==> src/rtl/flow_key_header_parser_defines.svh <==
// Assertion macros shared by the flow key header parser.
`ifndef FLOW_KEY_HEADER_PARSER_DEFINES_SVH
`define FLOW_KEY_HEADER_PARSER_DEFINES_SVH
`ifndef SYNTH
`define FKHP_ASSERT_IMP(lbl, ck, rn, ante, cons) \
    lbl: assert property (@(posedge ck) disable iff (!rn) (ante) |-> (cons)) \
        else $error("flow key parser check failed");
`define FKHP_ASSERT_NXT(lbl, ck, rn, ante, cons) \
    lbl: assert property (@(posedge ck) disable iff (!rn) (ante) |=> (cons)) \
        else $error("flow key parser check failed");
`else
`define FKHP_ASSERT_IMP(lbl, ck, rn, ante, cons)
`define FKHP_ASSERT_NXT(lbl, ck, rn, ante, cons)
`endif
`endif

==> src/rtl/fkhp_pkg.sv <==
// Types, constants and helpers of the flow key header parser.
package fkhp_pkg;

    localparam int unsigned COUNT_LIMIT_DEF = 255;
    localparam int unsigned L3_WIN = 28;
    localparam int unsigned L4_WIN = 4;
    localparam int unsigned QUEUE_DEPTH = 2;

    localparam logic [15:0] ETYPE_MIN  = 16'h0600;
    localparam logic [15:0] ETYPE_8022 = 16'h05ff;
    localparam logic [15:0] ETYPE_VLAN = 16'h8100;
    localparam logic [15:0] ETYPE_IPV4 = 16'h0800;
    localparam logic [15:0] ETYPE_ARP  = 16'h0806;
    localparam logic [7:0]  TOS_MASK   = 8'hfc;
    localparam logic [7:0]  PROTO_ICMP = 8'd1;
    localparam logic [7:0]  PROTO_TCP  = 8'd6;
    localparam logic [7:0]  PROTO_UDP  = 8'd17;
    localparam logic [7:0]  LLC_SAP    = 8'haa;
    localparam logic [7:0]  LLC_UI     = 8'h03;
    localparam logic [7:0]  ARP_PLEN   = 8'd4;

    // Everything the key builder needs from one frame.
    typedef struct packed {
        logic [31:0]                 port;
        logic [7:0]                  n;
        logic [47:0]                 dst;
        logic [47:0]                 src;
        logic [15:0]                 t0;
        logic                        snap_ok;
        logic [15:0]                 t_snap;
        logic [15:0]                 vtci;
        logic [15:0]                 vtype;
        logic [L3_WIN-1:0][7:0]      l3w;
        logic [L4_WIN-1:0][7:0]      l4w;
        logic [7:0]                  l4b12;
    } fkhp_rec_t;

    typedef struct packed {
        logic [31:0] port_out;
        logic [15:0] vlan_id;
        logic [2:0]  vlan_priority;
        logic [47:0] eth_src;
        logic [47:0] eth_dst;
        logic [15:0] frame_type;
        logic [7:0]  ip_tos;
        logic [7:0]  net_proto;
        logic [31:0] ip_src;
        logic [31:0] ip_dst;
        logic [31:0] l4_ports;
        logic        is_fragment;
    } fkhp_key_t;

    typedef struct packed {
        logic empty;
        logic full;
    } fkhp_q_stat_t;

    // Network header start, assuming every tag seen so far is complete.
    function automatic logic [7:0] l3_start(logic [15:0] t0, logic [15:0] t_snap);
        logic        eth2;
        logic [15:0] t1;
        logic [7:0]  off;
        eth2 = (t0 >= ETYPE_MIN);
        t1   = eth2 ? t0 : t_snap;
        off  = eth2 ? 8'd14 : 8'd22;
        return off + ((t1 == ETYPE_VLAN) ? 8'd4 : 8'd0);
    endfunction

endpackage

==> src/rtl/flow_key_header_parser.sv <==
// Top level of the flow key header parser: byte stream in, one flow key per frame out.
//
//   Channel   Direction  Word contents
//   s_axis    in         one frame byte and the ingress port, tlast on the final byte
//   m_axis    out        one flow key per frame, tuser flags an IPv4 fragment
//
// The block takes one byte in every cycle while the queue is not full. The front
// end latches each byte into its header field; on the final byte it writes a frame
// record into a two-entry queue, and the back end resolves it into a registered
// key that drives tvalid. Reset clears only counters, queue pointers and the valid
// flag. s_axis_tready drops only while a key waits on a stalled output and two
// more records fill the queue.
`include "flow_key_header_parser_defines.svh"
module flow_key_header_parser #(
    parameter int unsigned COUNT_LIMIT = fkhp_pkg::COUNT_LIMIT_DEF
) (
    input  logic         clk,
    input  logic         rst_n,
    input  logic         s_axis_tvalid,
    output logic         s_axis_tready,
    input  logic [39:0]  s_axis_tdata,   // frame_byte [7:0], in_port [39:8]
    input  logic         s_axis_tlast,
    output logic         m_axis_tvalid,
    input  logic         m_axis_tready,
    output logic [279:0] m_axis_tdata,   // port_out, vlan_id, vlan_priority, eth_src,
                                         // eth_dst, frame_type, ip_tos, net_proto, ip_src,
                                         // ip_dst, l4_ports, zero fill
    output logic         m_axis_tuser    // is_fragment
);

    fkhp_pkg::fkhp_rec_t    front_rec, queue_rec;
    fkhp_pkg::fkhp_q_stat_t q_stat;
    fkhp_pkg::fkhp_key_t    key;
    logic                   push, pop;

    // Front end: byte counting and header field capture.
    fkhp_front #(
        .COUNT_LIMIT(COUNT_LIMIT)
    ) u_front (
        .clk      (clk),
        .rst_n    (rst_n),
        .in_valid (s_axis_tvalid),
        .in_ready (s_axis_tready),
        .in_byte  (s_axis_tdata[7:0]),
        .in_last  (s_axis_tlast),
        .in_port  (s_axis_tdata[39:8]),
        .q_stat   (q_stat),
        .push     (push),
        .rec      (front_rec)
    );

    // Records of finished frames wait here so each side can stall alone.
    fkhp_fifo u_fifo (
        .clk    (clk),
        .rst_n  (rst_n),
        .push   (push),
        .wr_rec (front_rec),
        .pop    (pop),
        .rd_rec (queue_rec),
        .q_stat (q_stat)
    );

    // Back end: length checks, field selection and the output register.
    fkhp_back u_back (
        .clk       (clk),
        .rst_n     (rst_n),
        .q_valid   (!q_stat.empty),
        .rec       (queue_rec),
        .pop       (pop),
        .key_valid (m_axis_tvalid),
        .key_ready (m_axis_tready),
        .key       (key)
    );

    assign m_axis_tdata = {5'b0, key.l4_ports, key.ip_dst, key.ip_src, key.net_proto,
                           key.ip_tos, key.frame_type, key.eth_dst, key.eth_src,
                           key.vlan_priority, key.vlan_id, key.port_out};
    assign m_axis_tuser = key.is_fragment;

    // A frame that ends is never lost between the queue and the output register.
    `FKHP_ASSERT_NXT(a_key_queued, clk, rst_n, s_axis_tvalid && s_axis_tready && s_axis_tlast, !q_stat.empty || m_axis_tvalid)
    // An idle output register always takes a waiting record.
    `FKHP_ASSERT_NXT(a_queue_drains, clk, rst_n, !q_stat.empty && !m_axis_tvalid, m_axis_tvalid)
    // Fragments never carry transport ports.
    `FKHP_ASSERT_IMP(a_frag_no_ports, clk, rst_n, m_axis_tvalid && m_axis_tuser, m_axis_tdata[274:243] == 32'd0)

endmodule

==> src/rtl/fkhp_front.sv <==
// Front end: counts frame bytes and latches header bytes at their offsets.
module fkhp_front #(
    parameter int unsigned COUNT_LIMIT = fkhp_pkg::COUNT_LIMIT_DEF
) (
    input  logic               clk,
    input  logic               rst_n,
    input  logic               in_valid,
    output logic               in_ready,
    input  logic [7:0]         in_byte,
    input  logic               in_last,
    input  logic [31:0]        in_port,
    input  fkhp_pkg::fkhp_q_stat_t q_stat,
    output logic               push,
    output fkhp_pkg::fkhp_rec_t rec
);

    localparam int unsigned CW = $clog2(COUNT_LIMIT + 1);
    localparam logic [CW-1:0] CNT_MAX = CW'(COUNT_LIMIT);
    localparam logic [CW-1:0] POS_CAP = CW'(255);

    logic [CW-1:0] cnt_reg, cnt_next, n_full;
    logic [7:0]    pos, n8, off, l3, l4, rel, rel4;
    logic          acc;

    logic [31:0] port_reg, port_next;
    logic [47:0] dst_reg, dst_next, src_reg, src_next;
    logic [15:0] t0_reg, t0_next, tsnap_reg, tsnap_next;
    logic [15:0] vtci_reg, vtci_next, vtype_reg, vtype_next;
    logic        snap_reg, snap_next, llc_match;
    logic [fkhp_pkg::L3_WIN-1:0][7:0] l3w_reg, l3w_next;
    logic [fkhp_pkg::L4_WIN-1:0][7:0] l4w_reg, l4w_next;
    logic [7:0]  l4b12_reg, l4b12_next;

    assign in_ready = !q_stat.full;
    assign acc      = in_valid && in_ready;
    assign push     = acc && in_last;

    assign pos    = (cnt_reg > POS_CAP) ? 8'hff : cnt_reg[7:0];
    assign n_full = (cnt_reg == CNT_MAX) ? cnt_reg : cnt_reg + CW'(1);
    assign n8     = (n_full > POS_CAP) ? 8'hff : n_full[7:0];

    assign off  = (t0_reg >= fkhp_pkg::ETYPE_MIN) ? 8'd14 : 8'd22;
    assign l3   = fkhp_pkg::l3_start(t0_reg, tsnap_reg);
    assign l4   = l3 + {2'b00, l3w_reg[0][3:0], 2'b00};
    assign rel  = pos - l3;
    assign rel4 = pos - l4;

    always_comb
    begin
        unique case (pos)
            8'd14, 8'd15: llc_match = (in_byte == fkhp_pkg::LLC_SAP);
            8'd16:        llc_match = (in_byte == fkhp_pkg::LLC_UI);
            default:      llc_match = (in_byte == 8'h00);
        endcase
    end

    always_comb
    begin
        cnt_next   = cnt_reg;
        port_next  = port_reg;
        dst_next   = dst_reg;
        src_next   = src_reg;
        t0_next    = t0_reg;
        snap_next  = snap_reg;
        tsnap_next = tsnap_reg;
        vtci_next  = vtci_reg;
        vtype_next = vtype_reg;
        l3w_next   = l3w_reg;
        l4w_next   = l4w_reg;
        l4b12_next = l4b12_reg;
        if (acc)
        begin
            if (in_last)
                cnt_next = '0;
            else if (cnt_reg < CNT_MAX)
                cnt_next = cnt_reg + CW'(1);
            if (cnt_reg == '0)
                port_next = in_port;
            if (pos < 8'd6)
                dst_next = {dst_reg[39:0], in_byte};
            else if (pos < 8'd12)
                src_next = {src_reg[39:0], in_byte};
            else if (pos < 8'd14)
                t0_next = {t0_reg[7:0], in_byte};
            else if (pos < 8'd20)
                snap_next = llc_match && ((pos == 8'd14) || snap_reg);
            else if (pos < 8'd22)
                tsnap_next = {tsnap_reg[7:0], in_byte};
            // The tag sits right after the Ethernet or SNAP header.
            if (pos >= off && pos < off + 8'd2)
                vtci_next = {vtci_reg[7:0], in_byte};
            else if (pos >= off + 8'd2 && pos < off + 8'd4)
                vtype_next = {vtype_reg[7:0], in_byte};
            if (pos >= l3 && rel < 8'(fkhp_pkg::L3_WIN))
                l3w_next[rel[4:0]] = in_byte;
            if (pos >= l4 && rel4 < 8'(fkhp_pkg::L4_WIN))
                l4w_next[rel4[1:0]] = in_byte;
            if (pos >= l4 && rel4 == 8'd12)
                l4b12_next = in_byte;
        end
    end

    always_ff @(posedge clk or negedge rst_n)
    begin
        if (!rst_n)
            cnt_reg <= '0;
        else
            cnt_reg <= cnt_next;
    end

    always_ff @(posedge clk)
    begin
        port_reg  <= port_next;
        dst_reg   <= dst_next;
        src_reg   <= src_next;
        t0_reg    <= t0_next;
        snap_reg  <= snap_next;
        tsnap_reg <= tsnap_next;
        vtci_reg  <= vtci_next;
        vtype_reg <= vtype_next;
        l3w_reg   <= l3w_next;
        l4w_reg   <= l4w_next;
        l4b12_reg <= l4b12_next;
    end

    always_comb
    begin
        rec.port    = port_next;
        rec.n       = n8;
        rec.dst     = dst_next;
        rec.src     = src_next;
        rec.t0      = t0_next;
        rec.snap_ok = snap_next;
        rec.t_snap  = tsnap_next;
        rec.vtci    = vtci_next;
        rec.vtype   = vtype_next;
        rec.l3w     = l3w_next;
        rec.l4w     = l4w_next;
        rec.l4b12   = l4b12_next;
    end

endmodule

==> src/rtl/fkhp_fifo.sv <==
// Short queue of finished frame records between front and back end.
module fkhp_fifo (
    input  logic                    clk,
    input  logic                    rst_n,
    input  logic                    push,
    input  fkhp_pkg::fkhp_rec_t     wr_rec,
    input  logic                    pop,
    output fkhp_pkg::fkhp_rec_t     rd_rec,
    output fkhp_pkg::fkhp_q_stat_t  q_stat
);

    localparam int unsigned PW = $clog2(fkhp_pkg::QUEUE_DEPTH);

    fkhp_pkg::fkhp_rec_t mem_reg [fkhp_pkg::QUEUE_DEPTH];
    logic [PW-1:0] wr_ptr_reg, rd_ptr_reg;
    logic [PW:0]   count_reg;
    logic          do_push, do_pop;

    assign q_stat.empty = (count_reg == '0);
    assign q_stat.full  = (count_reg == (PW+1)'(fkhp_pkg::QUEUE_DEPTH));
    assign do_push      = push && !q_stat.full;
    assign do_pop       = pop && !q_stat.empty;
    assign rd_rec       = mem_reg[rd_ptr_reg];

    always_ff @(posedge clk)
    begin
        if (do_push)
            mem_reg[wr_ptr_reg] <= wr_rec;
    end

    always_ff @(posedge clk or negedge rst_n)
    begin
        if (!rst_n)
        begin
            wr_ptr_reg <= '0;
            rd_ptr_reg <= '0;
            count_reg  <= '0;
        end
        else
        begin
            if (do_push)
                wr_ptr_reg <= wr_ptr_reg + PW'(1);
            if (do_pop)
                rd_ptr_reg <= rd_ptr_reg + PW'(1);
            if (do_push && !do_pop)
                count_reg <= count_reg + (PW+1)'(1);
            else if (do_pop && !do_push)
                count_reg <= count_reg - (PW+1)'(1);
        end
    end

endmodule

==> src/rtl/fkhp_back.sv <==
// Back end: resolves one frame record into a flow key and holds it for output.
module fkhp_back (
    input  logic                 clk,
    input  logic                 rst_n,
    input  logic                 q_valid,
    input  fkhp_pkg::fkhp_rec_t  rec,
    output logic                 pop,
    output logic                 key_valid,
    input  logic                 key_ready,
    output fkhp_pkg::fkhp_key_t  key
);

    fkhp_pkg::fkhp_key_t key_reg, k;
    logic valid_reg;

    assign pop       = q_valid && (!valid_reg || key_ready);
    assign key_valid = valid_reg;
    assign key       = key_reg;

    always_comb
    begin
        logic [7:0]  n, off, ihl, l4, tl;
        logic [15:0] typ;
        logic        keep;
        n    = rec.n;
        off  = 8'd14;
        ihl  = {2'b00, rec.l3w[0][3:0], 2'b00};
        l4   = 8'd0;
        tl   = {2'b00, rec.l4b12[7:4], 2'b00};
        typ  = 16'd0;
        keep = 1'b0;
        k    = '0;
        k.port_out = rec.port;
        k.vlan_id  = 16'hffff;
        if (n >= 8'd14)
        begin
            typ  = rec.t0;
            keep = 1'b1;
            if (rec.t0 < fkhp_pkg::ETYPE_MIN)
            begin
                priority if (n < 8'd17)
                    keep = 1'b0;
                else if (n >= 8'd22 && rec.snap_ok)
                begin
                    typ = rec.t_snap;
                    off = 8'd22;
                end
                else
                begin
                    typ = fkhp_pkg::ETYPE_8022;
                    off = 8'd17;
                end
            end
            if (keep)
            begin
                if (typ == fkhp_pkg::ETYPE_VLAN && n >= off + 8'd4)
                begin
                    k.vlan_id       = {4'h0, rec.vtci[11:0]};
                    k.vlan_priority = rec.vtci[15:13];
                    typ             = rec.vtype;
                    off             = off + 8'd4;
                end
                k.eth_src = rec.src;
                k.eth_dst = rec.dst;
                l4 = off + ihl;
                if (typ == fkhp_pkg::ETYPE_IPV4)
                begin
                    if (n >= off + 8'd20 && ihl >= 8'd20 && n >= l4)
                    begin
                        k.ip_tos    = rec.l3w[1] & fkhp_pkg::TOS_MASK;
                        k.net_proto = rec.l3w[9];
                        k.ip_src    = {rec.l3w[12], rec.l3w[13], rec.l3w[14], rec.l3w[15]};
                        k.ip_dst    = {rec.l3w[16], rec.l3w[17], rec.l3w[18], rec.l3w[19]};
                        if ({rec.l3w[6][5:0], rec.l3w[7]} != 14'd0)
                            k.is_fragment = 1'b1;
                        else if (k.net_proto == fkhp_pkg::PROTO_TCP)
                        begin
                            if (n >= l4 + 8'd20 && tl >= 8'd20 && n >= l4 + tl)
                                k.l4_ports = {rec.l4w[0], rec.l4w[1], rec.l4w[2], rec.l4w[3]};
                            else
                                k.net_proto = 8'd0;
                        end
                        else if (k.net_proto == fkhp_pkg::PROTO_UDP)
                        begin
                            if (n >= l4 + 8'd8)
                                k.l4_ports = {rec.l4w[0], rec.l4w[1], rec.l4w[2], rec.l4w[3]};
                            else
                                k.net_proto = 8'd0;
                        end
                        else if (k.net_proto == fkhp_pkg::PROTO_ICMP)
                        begin
                            if (n >= l4 + 8'd4)
                                k.l4_ports = {8'd0, rec.l4w[0], 8'd0, rec.l4w[1]};
                            else
                                k.net_proto = 8'd0;
                        end
                    end
                end
                else if (typ == fkhp_pkg::ETYPE_ARP && n >= off + 8'd28)
                begin
                    if ({rec.l3w[2], rec.l3w[3]} == fkhp_pkg::ETYPE_IPV4 &&
                        rec.l3w[5] == fkhp_pkg::ARP_PLEN)
                    begin
                        k.ip_src = {rec.l3w[14], rec.l3w[15], rec.l3w[16], rec.l3w[17]};
                        k.ip_dst = {rec.l3w[24], rec.l3w[25], rec.l3w[26], rec.l3w[27]};
                    end
                    k.net_proto = rec.l3w[7];
                end
            end
            else
                typ = 16'd0;
        end
        k.frame_type = typ;
    end

    always_ff @(posedge clk or negedge rst_n)
    begin
        if (!rst_n)
            valid_reg <= 1'b0;
        else if (pop)
            valid_reg <= 1'b1;
        else if (key_ready)
            valid_reg <= 1'b0;
    end

    always_ff @(posedge clk)
    begin
        if (pop)
            key_reg <= k;
    end

endmodule
==> config.mk <==
export PLATFORM = sky130hd
export DESIGN_NAME = flow_key_header_parser
export DESIGN_NICKNAME = d
export VERILOG_FILES = /design/src/rtl/fkhp_pkg.sv /design/src/rtl/flow_key_header_parser.sv /design/src/rtl/fkhp_front.sv /design/src/rtl/fkhp_fifo.sv /design/src/rtl/fkhp_back.sv
export VERILOG_INCLUDE_DIRS = /design/src /design/src/rtl
export SDC_FILE = /design/constraint.sdc
export NUM_CORES = 1
export LEC_CHECK = 0
export BUFFER_PORTS_ARGS = -buffer_cell sky130_fd_sc_hd__buf_2
export CORE_MARGIN = 2
export CORE_UTILIZATION = 54
export DETAILED_ROUTE_END_ITERATION = 16
export GPL_TIMING_DRIVEN = 0
export PLACE_DENSITY = 0.75
export SKIP_CTS_REPAIR_TIMING = 1
export SYNTH_ARGS = -nofsm -noshare
export SYNTH_HDL_FRONTEND = slang
export SYNTH_SLANG_ARGS = --single-unit
==> constraint.sdc <==
create_clock -name clk -period 16.9 [get_ports clk]
set_input_delay 3.38 -clock clk [delete_from_list [all_inputs] [get_ports clk]]
set_output_delay 3.38 -clock clk [all_outputs]
set_load 0.02 [all_outputs]
* Word-level counts from Yosys, hierarchy flattened *
Memories as Yosys holds them, arrays and structs flattened.
Index checks and enable logic that the tools add are counted.

storage, ports and cells
  flip-flop bits (word level) = 746
  latch bits = 0
  memory bits (writable) = 930
  memory bits (read-only) = 0
  input port bits = 45
  output and inout port bits = 283
  word-level logic and storage cells = 271
  memories = 1

memory list
  name            depth  bits a word  rd ports  clocked after memory_dff  write ports  RTL line         source
  u_fifo.mem_reg  2      465          1         0                         1            fkhp_fifo.sv:14  fkhp_pkg::fkhp_rec_t mem_reg [fkhp_pkg::QUEUE_DEPTH];

operators by class
  add/subtract/negate cells = 19
  multipliers = 0
  div/mod/pow operators = 0
  magnitude comparators = 35
  eq/ne operators = 17
  shift-type cells = 0
  multiplexer cells = 91
  bitwise gates (word level) = 4
  reductions and logical operators = 44

operator list
  operator                                                                      number
  224-bit two-way mux                                                           2
  16-bit two-way mux                                                            23
  32-bit two-way mux                                                            10
  48-bit two-way mux                                                            5
  224-bit bitwise mux                                                           1
  8-bit two-way mux                                                             22
  72-bit two-way mux                                                            2
  105-bit two-way mux                                                           1
  8-bit >= comparator                                                           12
  64-bit two-way mux                                                            1
  16-bit by 12-bit == test with 1-bit output, second input constant             3
  8-bit demux with 5-bit select                                                 1
  32-bit bitwise mux                                                            1
  16-bit == test, second input constant                                         2
  8-bit by 5-bit less-than comparator with 1-bit output, second input constant  4
  8-bit by 3-bit adder with 8-bit output, second input constant                 3
  8-bit by 5-bit adder with 8-bit output, second input constant                 3
  8-bit by 6-bit adder with 8-bit output                                        3
  8-bit by 4-bit == test with 1-bit output, second input constant               3
  24-bit two-way mux                                                            1
  1-bit logical AND                                                             23
  19-bit two-way mux                                                            1
  8-bit demux with 2-bit select                                                 1
  8-bit by 3-bit == test with 1-bit output, second input constant               2
  44 further kinds                                                              80

* Logic depth before layout (Yosys ltp) *
An unclocked memory read counts as a cell.

  depth after elaboration = 23
  depth in mapped cells = 40
  depth with buffers taken out = 31

* Cells and area by module *
Synthesis repeated with hierarchy kept, for this count alone.

second synthesis, totals
  cell total of the unflattened synthesis = 3652
  area, all modules = 64286.7 um^2

by module, submodules not included
  module                  instances  cells an instance  area each (um^2)  seq. area each (um^2)
  fkhp_fifo               1          1466               34082.7           28026.9
  fkhp_front              1          1234               17402.9           9349.0
  fkhp_back               1          945                12756.0           8162.8
  flow_key_header_parser  1          7                  45.0              0.0

* Least setup slack after synthesis *
Ideal clock, no wire load.

  path kind = input port to flip-flop
  from = input port s_axis_tvalid
  to = memory u_fifo.mem_reg[0][100] in the netlist's numbering, enable pin
  setup time = 1148 ps
  arrival = 20274 ps
  required time = 15752 ps
  setup slack = -4522 ps
  stages on the path = 5
  path buffers = 2
  cells stage by stage = and2_1 clkbuf_1 clkbuf_1 nand2_1 nor2_1

between the ends
  cells in the longest elaborated chain, start to end = 5

ends and longest elaborated chain
  element                                  RTL line                      source
  from (decl)                              flow_key_header_parser.sv:19  input logic s_axis_tvalid,
  1-bit logical AND                        fkhp_front.sv:35              assign acc = in_valid && in_ready;
  1-bit logical AND                        fkhp_front.sv:36              assign push = acc && in_last;
  1-bit logical AND                        fkhp_fifo.sv:21               assign do_push = push && !q_stat.full;
  1-bit two-way mux                        fkhp_fifo.sv:27               if (do_push)
  1-bit two-way mux (not written as such)  fkhp_fifo.sv:28               mem_reg[wr_ptr_reg] <= wr_rec;
  to (decl)                                fkhp_fifo.sv:14

Every way passes these cells.

* Worst setup path after layout *
  from = register u_fifo.rd_ptr_reg
  to = register u_back.key_reg, in the netlist u_back.key[101] (data pin)

between the ends
  cells in the longest elaborated chain, start to end = 23
  elaborated cells between the ends (all ways) = 65
  classes of those cells = 8 x add/sub; 14 x order compare; 6 x eq/ne; 27 x mux; 9 x reduce/logical; 1 x memory

ends and longest elaborated chain
  element                                                        RTL line                          source
  from (decl)                                                    fkhp_fifo.sv:15                   logic [PW-1:0] wr_ptr_reg, rd_ptr_reg;
  from (signal assigned)                                         fkhp_fifo.sv:44                   rd_ptr_reg <= rd_ptr_reg + PW'(1);
  memory 2 x 465 bit (*)                                         n/a
  8-bit by 5-bit >= comparator with 1-bit output                 fkhp_back.sv:43                   else if (n >= 8'd22 && rec.snap_ok)
  1-bit logical AND                                              fkhp_back.sv:43
  3-bit two-way mux                                              fkhp_back.sv:43
  8-bit two-way mux                                              fkhp_back.sv:41                   priority if (n < 8'd17)
  8-bit two-way mux                                              fkhp_back.sv:39                   if (rec.t0 < fkhp_pkg::ETYPE_MIN)
  8-bit two-way mux                                              fkhp_back.sv:35                   if (n >= 8'd14)
  8-bit by 3-bit adder with 8-bit output                         fkhp_back.sv:56, fkhp_back.sv:61
  (+7 left out)                                                  n/a
  8-bit >= comparator (on tied branches)                         fkhp_back.sv:92, fkhp_back.sv:78
  8-bit two-way mux / 1-bit logical AND (equally long branches)  fkhp_back.sv:92, fkhp_back.sv:78
  8-bit two-way mux / 1-bit logical AND (equally long branches)  fkhp_back.sv:90, fkhp_back.sv:78
  8-bit two-way mux (on tied branches)                           fkhp_back.sv:83, fkhp_back.sv:78
  8-bit two-way mux                                              fkhp_back.sv:76                   else if (k.net_proto == fkhp_pkg::PROTO_TCP)
  8-bit two-way mux                                              fkhp_back.sv:74                   if ({rec.l3w[6][5:0], rec.l3w[7]} != 14'd0)
  105-bit two-way mux                                            fkhp_back.sv:68                   if (n >= off + 8'd20 && ihl >= 8'd20 && n >= l4)
  72-bit two-way mux                                             fkhp_back.sv:66                   if (typ == fkhp_pkg::ETYPE_IPV4)
  to (signal assigned)                                           fkhp_back.sv:129                  key_reg <= k;
  to (decl)                                                      fkhp_back.sv:13                   fkhp_pkg::fkhp_key_t key_reg, k;

Mark *: on every way between the ends. The rest lies on a longest branch, timed or not. The select of a mux whose other input is x is not followed.
A chain may end at the register's enable or synchronous reset.

==> results.cfg <==
[finish]
fin_nets = 3850
antenna_cells = 0
syn_to_final_growth_pct = 16.0
drive_gt1_frac = 0.280
fillers = 6993
largest_reg_flops = 776
design_area_um2 = 62200

[synthesis]
yosys_warnings = 0
synth_flop_cell = edfxtp_1
synth.most_common_cell = edfxtp_1
ys_async_sr_fraction = 0.00903
synth_area_leaders = edfxtp_1 59%, dfxtp_1 14%, mux2_2 9.4%
synth_top_area_cell = edfxtp_1
synthCells = 3232
synth_seq_area_share = 0.734
ys_seq_elements = 1440
synth_top_area_frac = 0.586
synth-edff-count = 1047
synth_commonest_cells = 1047 x edfxtp_1, 447 x mux2_2, 380 x dfxtp_1, 283 x mux2i_1, 205 x nor2_1
avgSynthCellArea_um2 = 16.6
synth_area_um2 = 53700
synth_cell_types = 77

[timing]
report.final.slew_viol_count = 0
fmax_mhz = 81.1
timing.slew.headroom = 0.0597
hold_violations = 0
tightest_slew_ns = 1.41
skew_ns = 0.0245
whs_ns = 0.484
fin_crit_ns = 12.32
fin_crit_sh = 0.729
rsz0062_at_grt = no
setup_viol = 0

[status]
status = finished, final reports clean

[clocking]
cts_tree = done
clkTransAtPathRegs_ns = 0.06
cts_root_buf = clkbuf_16
cts.sinks = 1440
cts_buffers = 142
clk_latency_ns = 0.76
htree_levels = 4
cts_max_path_buffers = 3

[power]
vdd_drop_max_mv = 0.100
power_density_nw_per_um2 = 171
leakagePower_nw = 23.4

[placed_design]
post_dp_cell_area_um2 = 57500
dp_hpwl_um = 79800
gp_congestion = 0.902
port_buffers = 319

[routing]
top_layer = met5
drcViolationCount = 0
route.vias.total = 29400
wl_met3_um = 7890
met1Wirelength_um = 50300
wl_um = 120000
drtIter0Drc = 2724
avgViaCountPerCell = 5.72
dr.pass1.iters = 6
dr_wl_met2_um = 58100
final_antenna_net_count = 0
wl_per_cell_um = 23.4

[setup_path]
r2r_slack_ns = 4.58
critPathMaxFanout = 10
cp_slowest_cell = nor4_1
end_kind = flop
critPathArrivalTime_ns = 12.77
worstPathRequired_ns = 17.35
crit_type = flop to flop
start_kind = flop
crit_top_cell = buf_2
slowest_delay_ns = 0.70

[die]
die-area_um2 = 102000
die_w_um = 319
rows = 115
die_height_um = 319
pin_count = 328
coreArea_um2 = 98400
start_util = 0.545

[global_route]
grt_usage = 0.234
grt_pass1_wl_um = 178000
gr-total-overflow = 0
grt_pass1_vias = 29200
antenna_found_initial = 12
grt_start_max_net_pins = 112

[hold_path]
hp-class = flop to flop

[job]
cap_violations = 0
## cells in the final DEF (no fill, tap or decap), types with 49 or more instances in the layout
master and instances:
dfxtp_1 380, edfxtp_1 1047, mux2_2 447, nand2_1 74
clkbuf_16 148, o32ai_1 69, nor2_1 204, buf_2 358
ha_1 70, a21oi_1 53, clkbuf_1 135, nor4_1 49
mux2i_1 283
## per-layer routing
metal / vias to the layer above / GRT usage
met3: 210 / 0.0464
met1: 14700 / 0.314
met4: 14 / 0.0872
li1: 13400 / -
met2: 1052 / 0.379
met5: - / 0
## critical path, delay by kind of cell (launching register included)
family / cells / cell delay (ns)
fa+ha+maj: 3 / 1.07
simple gates: 6 / 1.90
mux: 1 / 0.21
xor+xnor: 3 / 0.95
compound gates: 9 / 2.33
buf+inv: 13 / 4.94
flops: 1 / 0.55
## cells by family (layout without fill, tap and decap cells)
logic type / count (synthesis) / in the layout / synth area share
DFF: 1440 / 1440 / 0.734
muxes: 732 / 732 / 0.147
and+or+nand+nor: 477 / 477 / 0.0421
AOI/OAI and AO/OA: 275 / 275 / 0.0375
buffers and inverters: 198 / 806 / 0.0156
adders and majority gates: 75 / 75 / 0.0182
xor gates and xnor gates: 33 / 33 / 0.00539
other: 2 / 13 / 0.000140
## through the flow
step	utilization	setup TNS [ns]	setup slack, ns	total power, W	instances
6_report	0.632	0	4.58	0.0106	5138
5_1_grt	0.632	0	4.02	0.0111	5138
4_1_cts	0.632	0	4.77	0.0107	5138
3_5_place_dp	0.584	0	4.84	0.00755	4873
3_3_place_gp	0.578	-3126.07	-4.97	0.00770	4849
2_1_floorplan	-	0	2.06	0.00677	3243
## worst paths after layout
| path | start | end | cells past startpoint |
|---|---|---|---|
| max | u_fifo.rd_ptr_reg | u_back.key[101] | 35 |
| max in group asynchronous | rst_n | u_front.cnt_reg[6] | 1 |
| min | u_front.port_reg[28] | u_front.port_reg[28] | 1 |
| min in group asynchronous | rst_n | u_fifo.count_reg[1] | 1 |
| max reg2reg | u_fifo.rd_ptr_reg | u_back.key[101] | 35 |
| min reg2reg | u_front.port_reg[28] | u_front.port_reg[28] | 1 |
## layout make-up
class / instances / area, um^2 / area share
multi-input cells: 1605 / 13500 / 0.217
flip-flops and latches: 1440 / 39400 / 0.633
repair buffers: 343 / 2160 / 0.0347
well taps: 1287 / 1610 / 0.0259
clock inverters: 65 / 677 / 0.0109
plain buffers: 161 / 698 / 0.0112
inverters: 37 / 146 / 0.00235
clock buffers: 200 / 4060 / 0.0652
## power by group
group	internal, W	leakage, nW	switching [W]	total (W)
Clock	0.00183	2.33	0.00131	0.00315
Sequential	0.00459	13.2	0.000188	0.00478
Combinational	0.000959	7.87	0.00174	0.00270
Power figures use the tool's default switching activity.
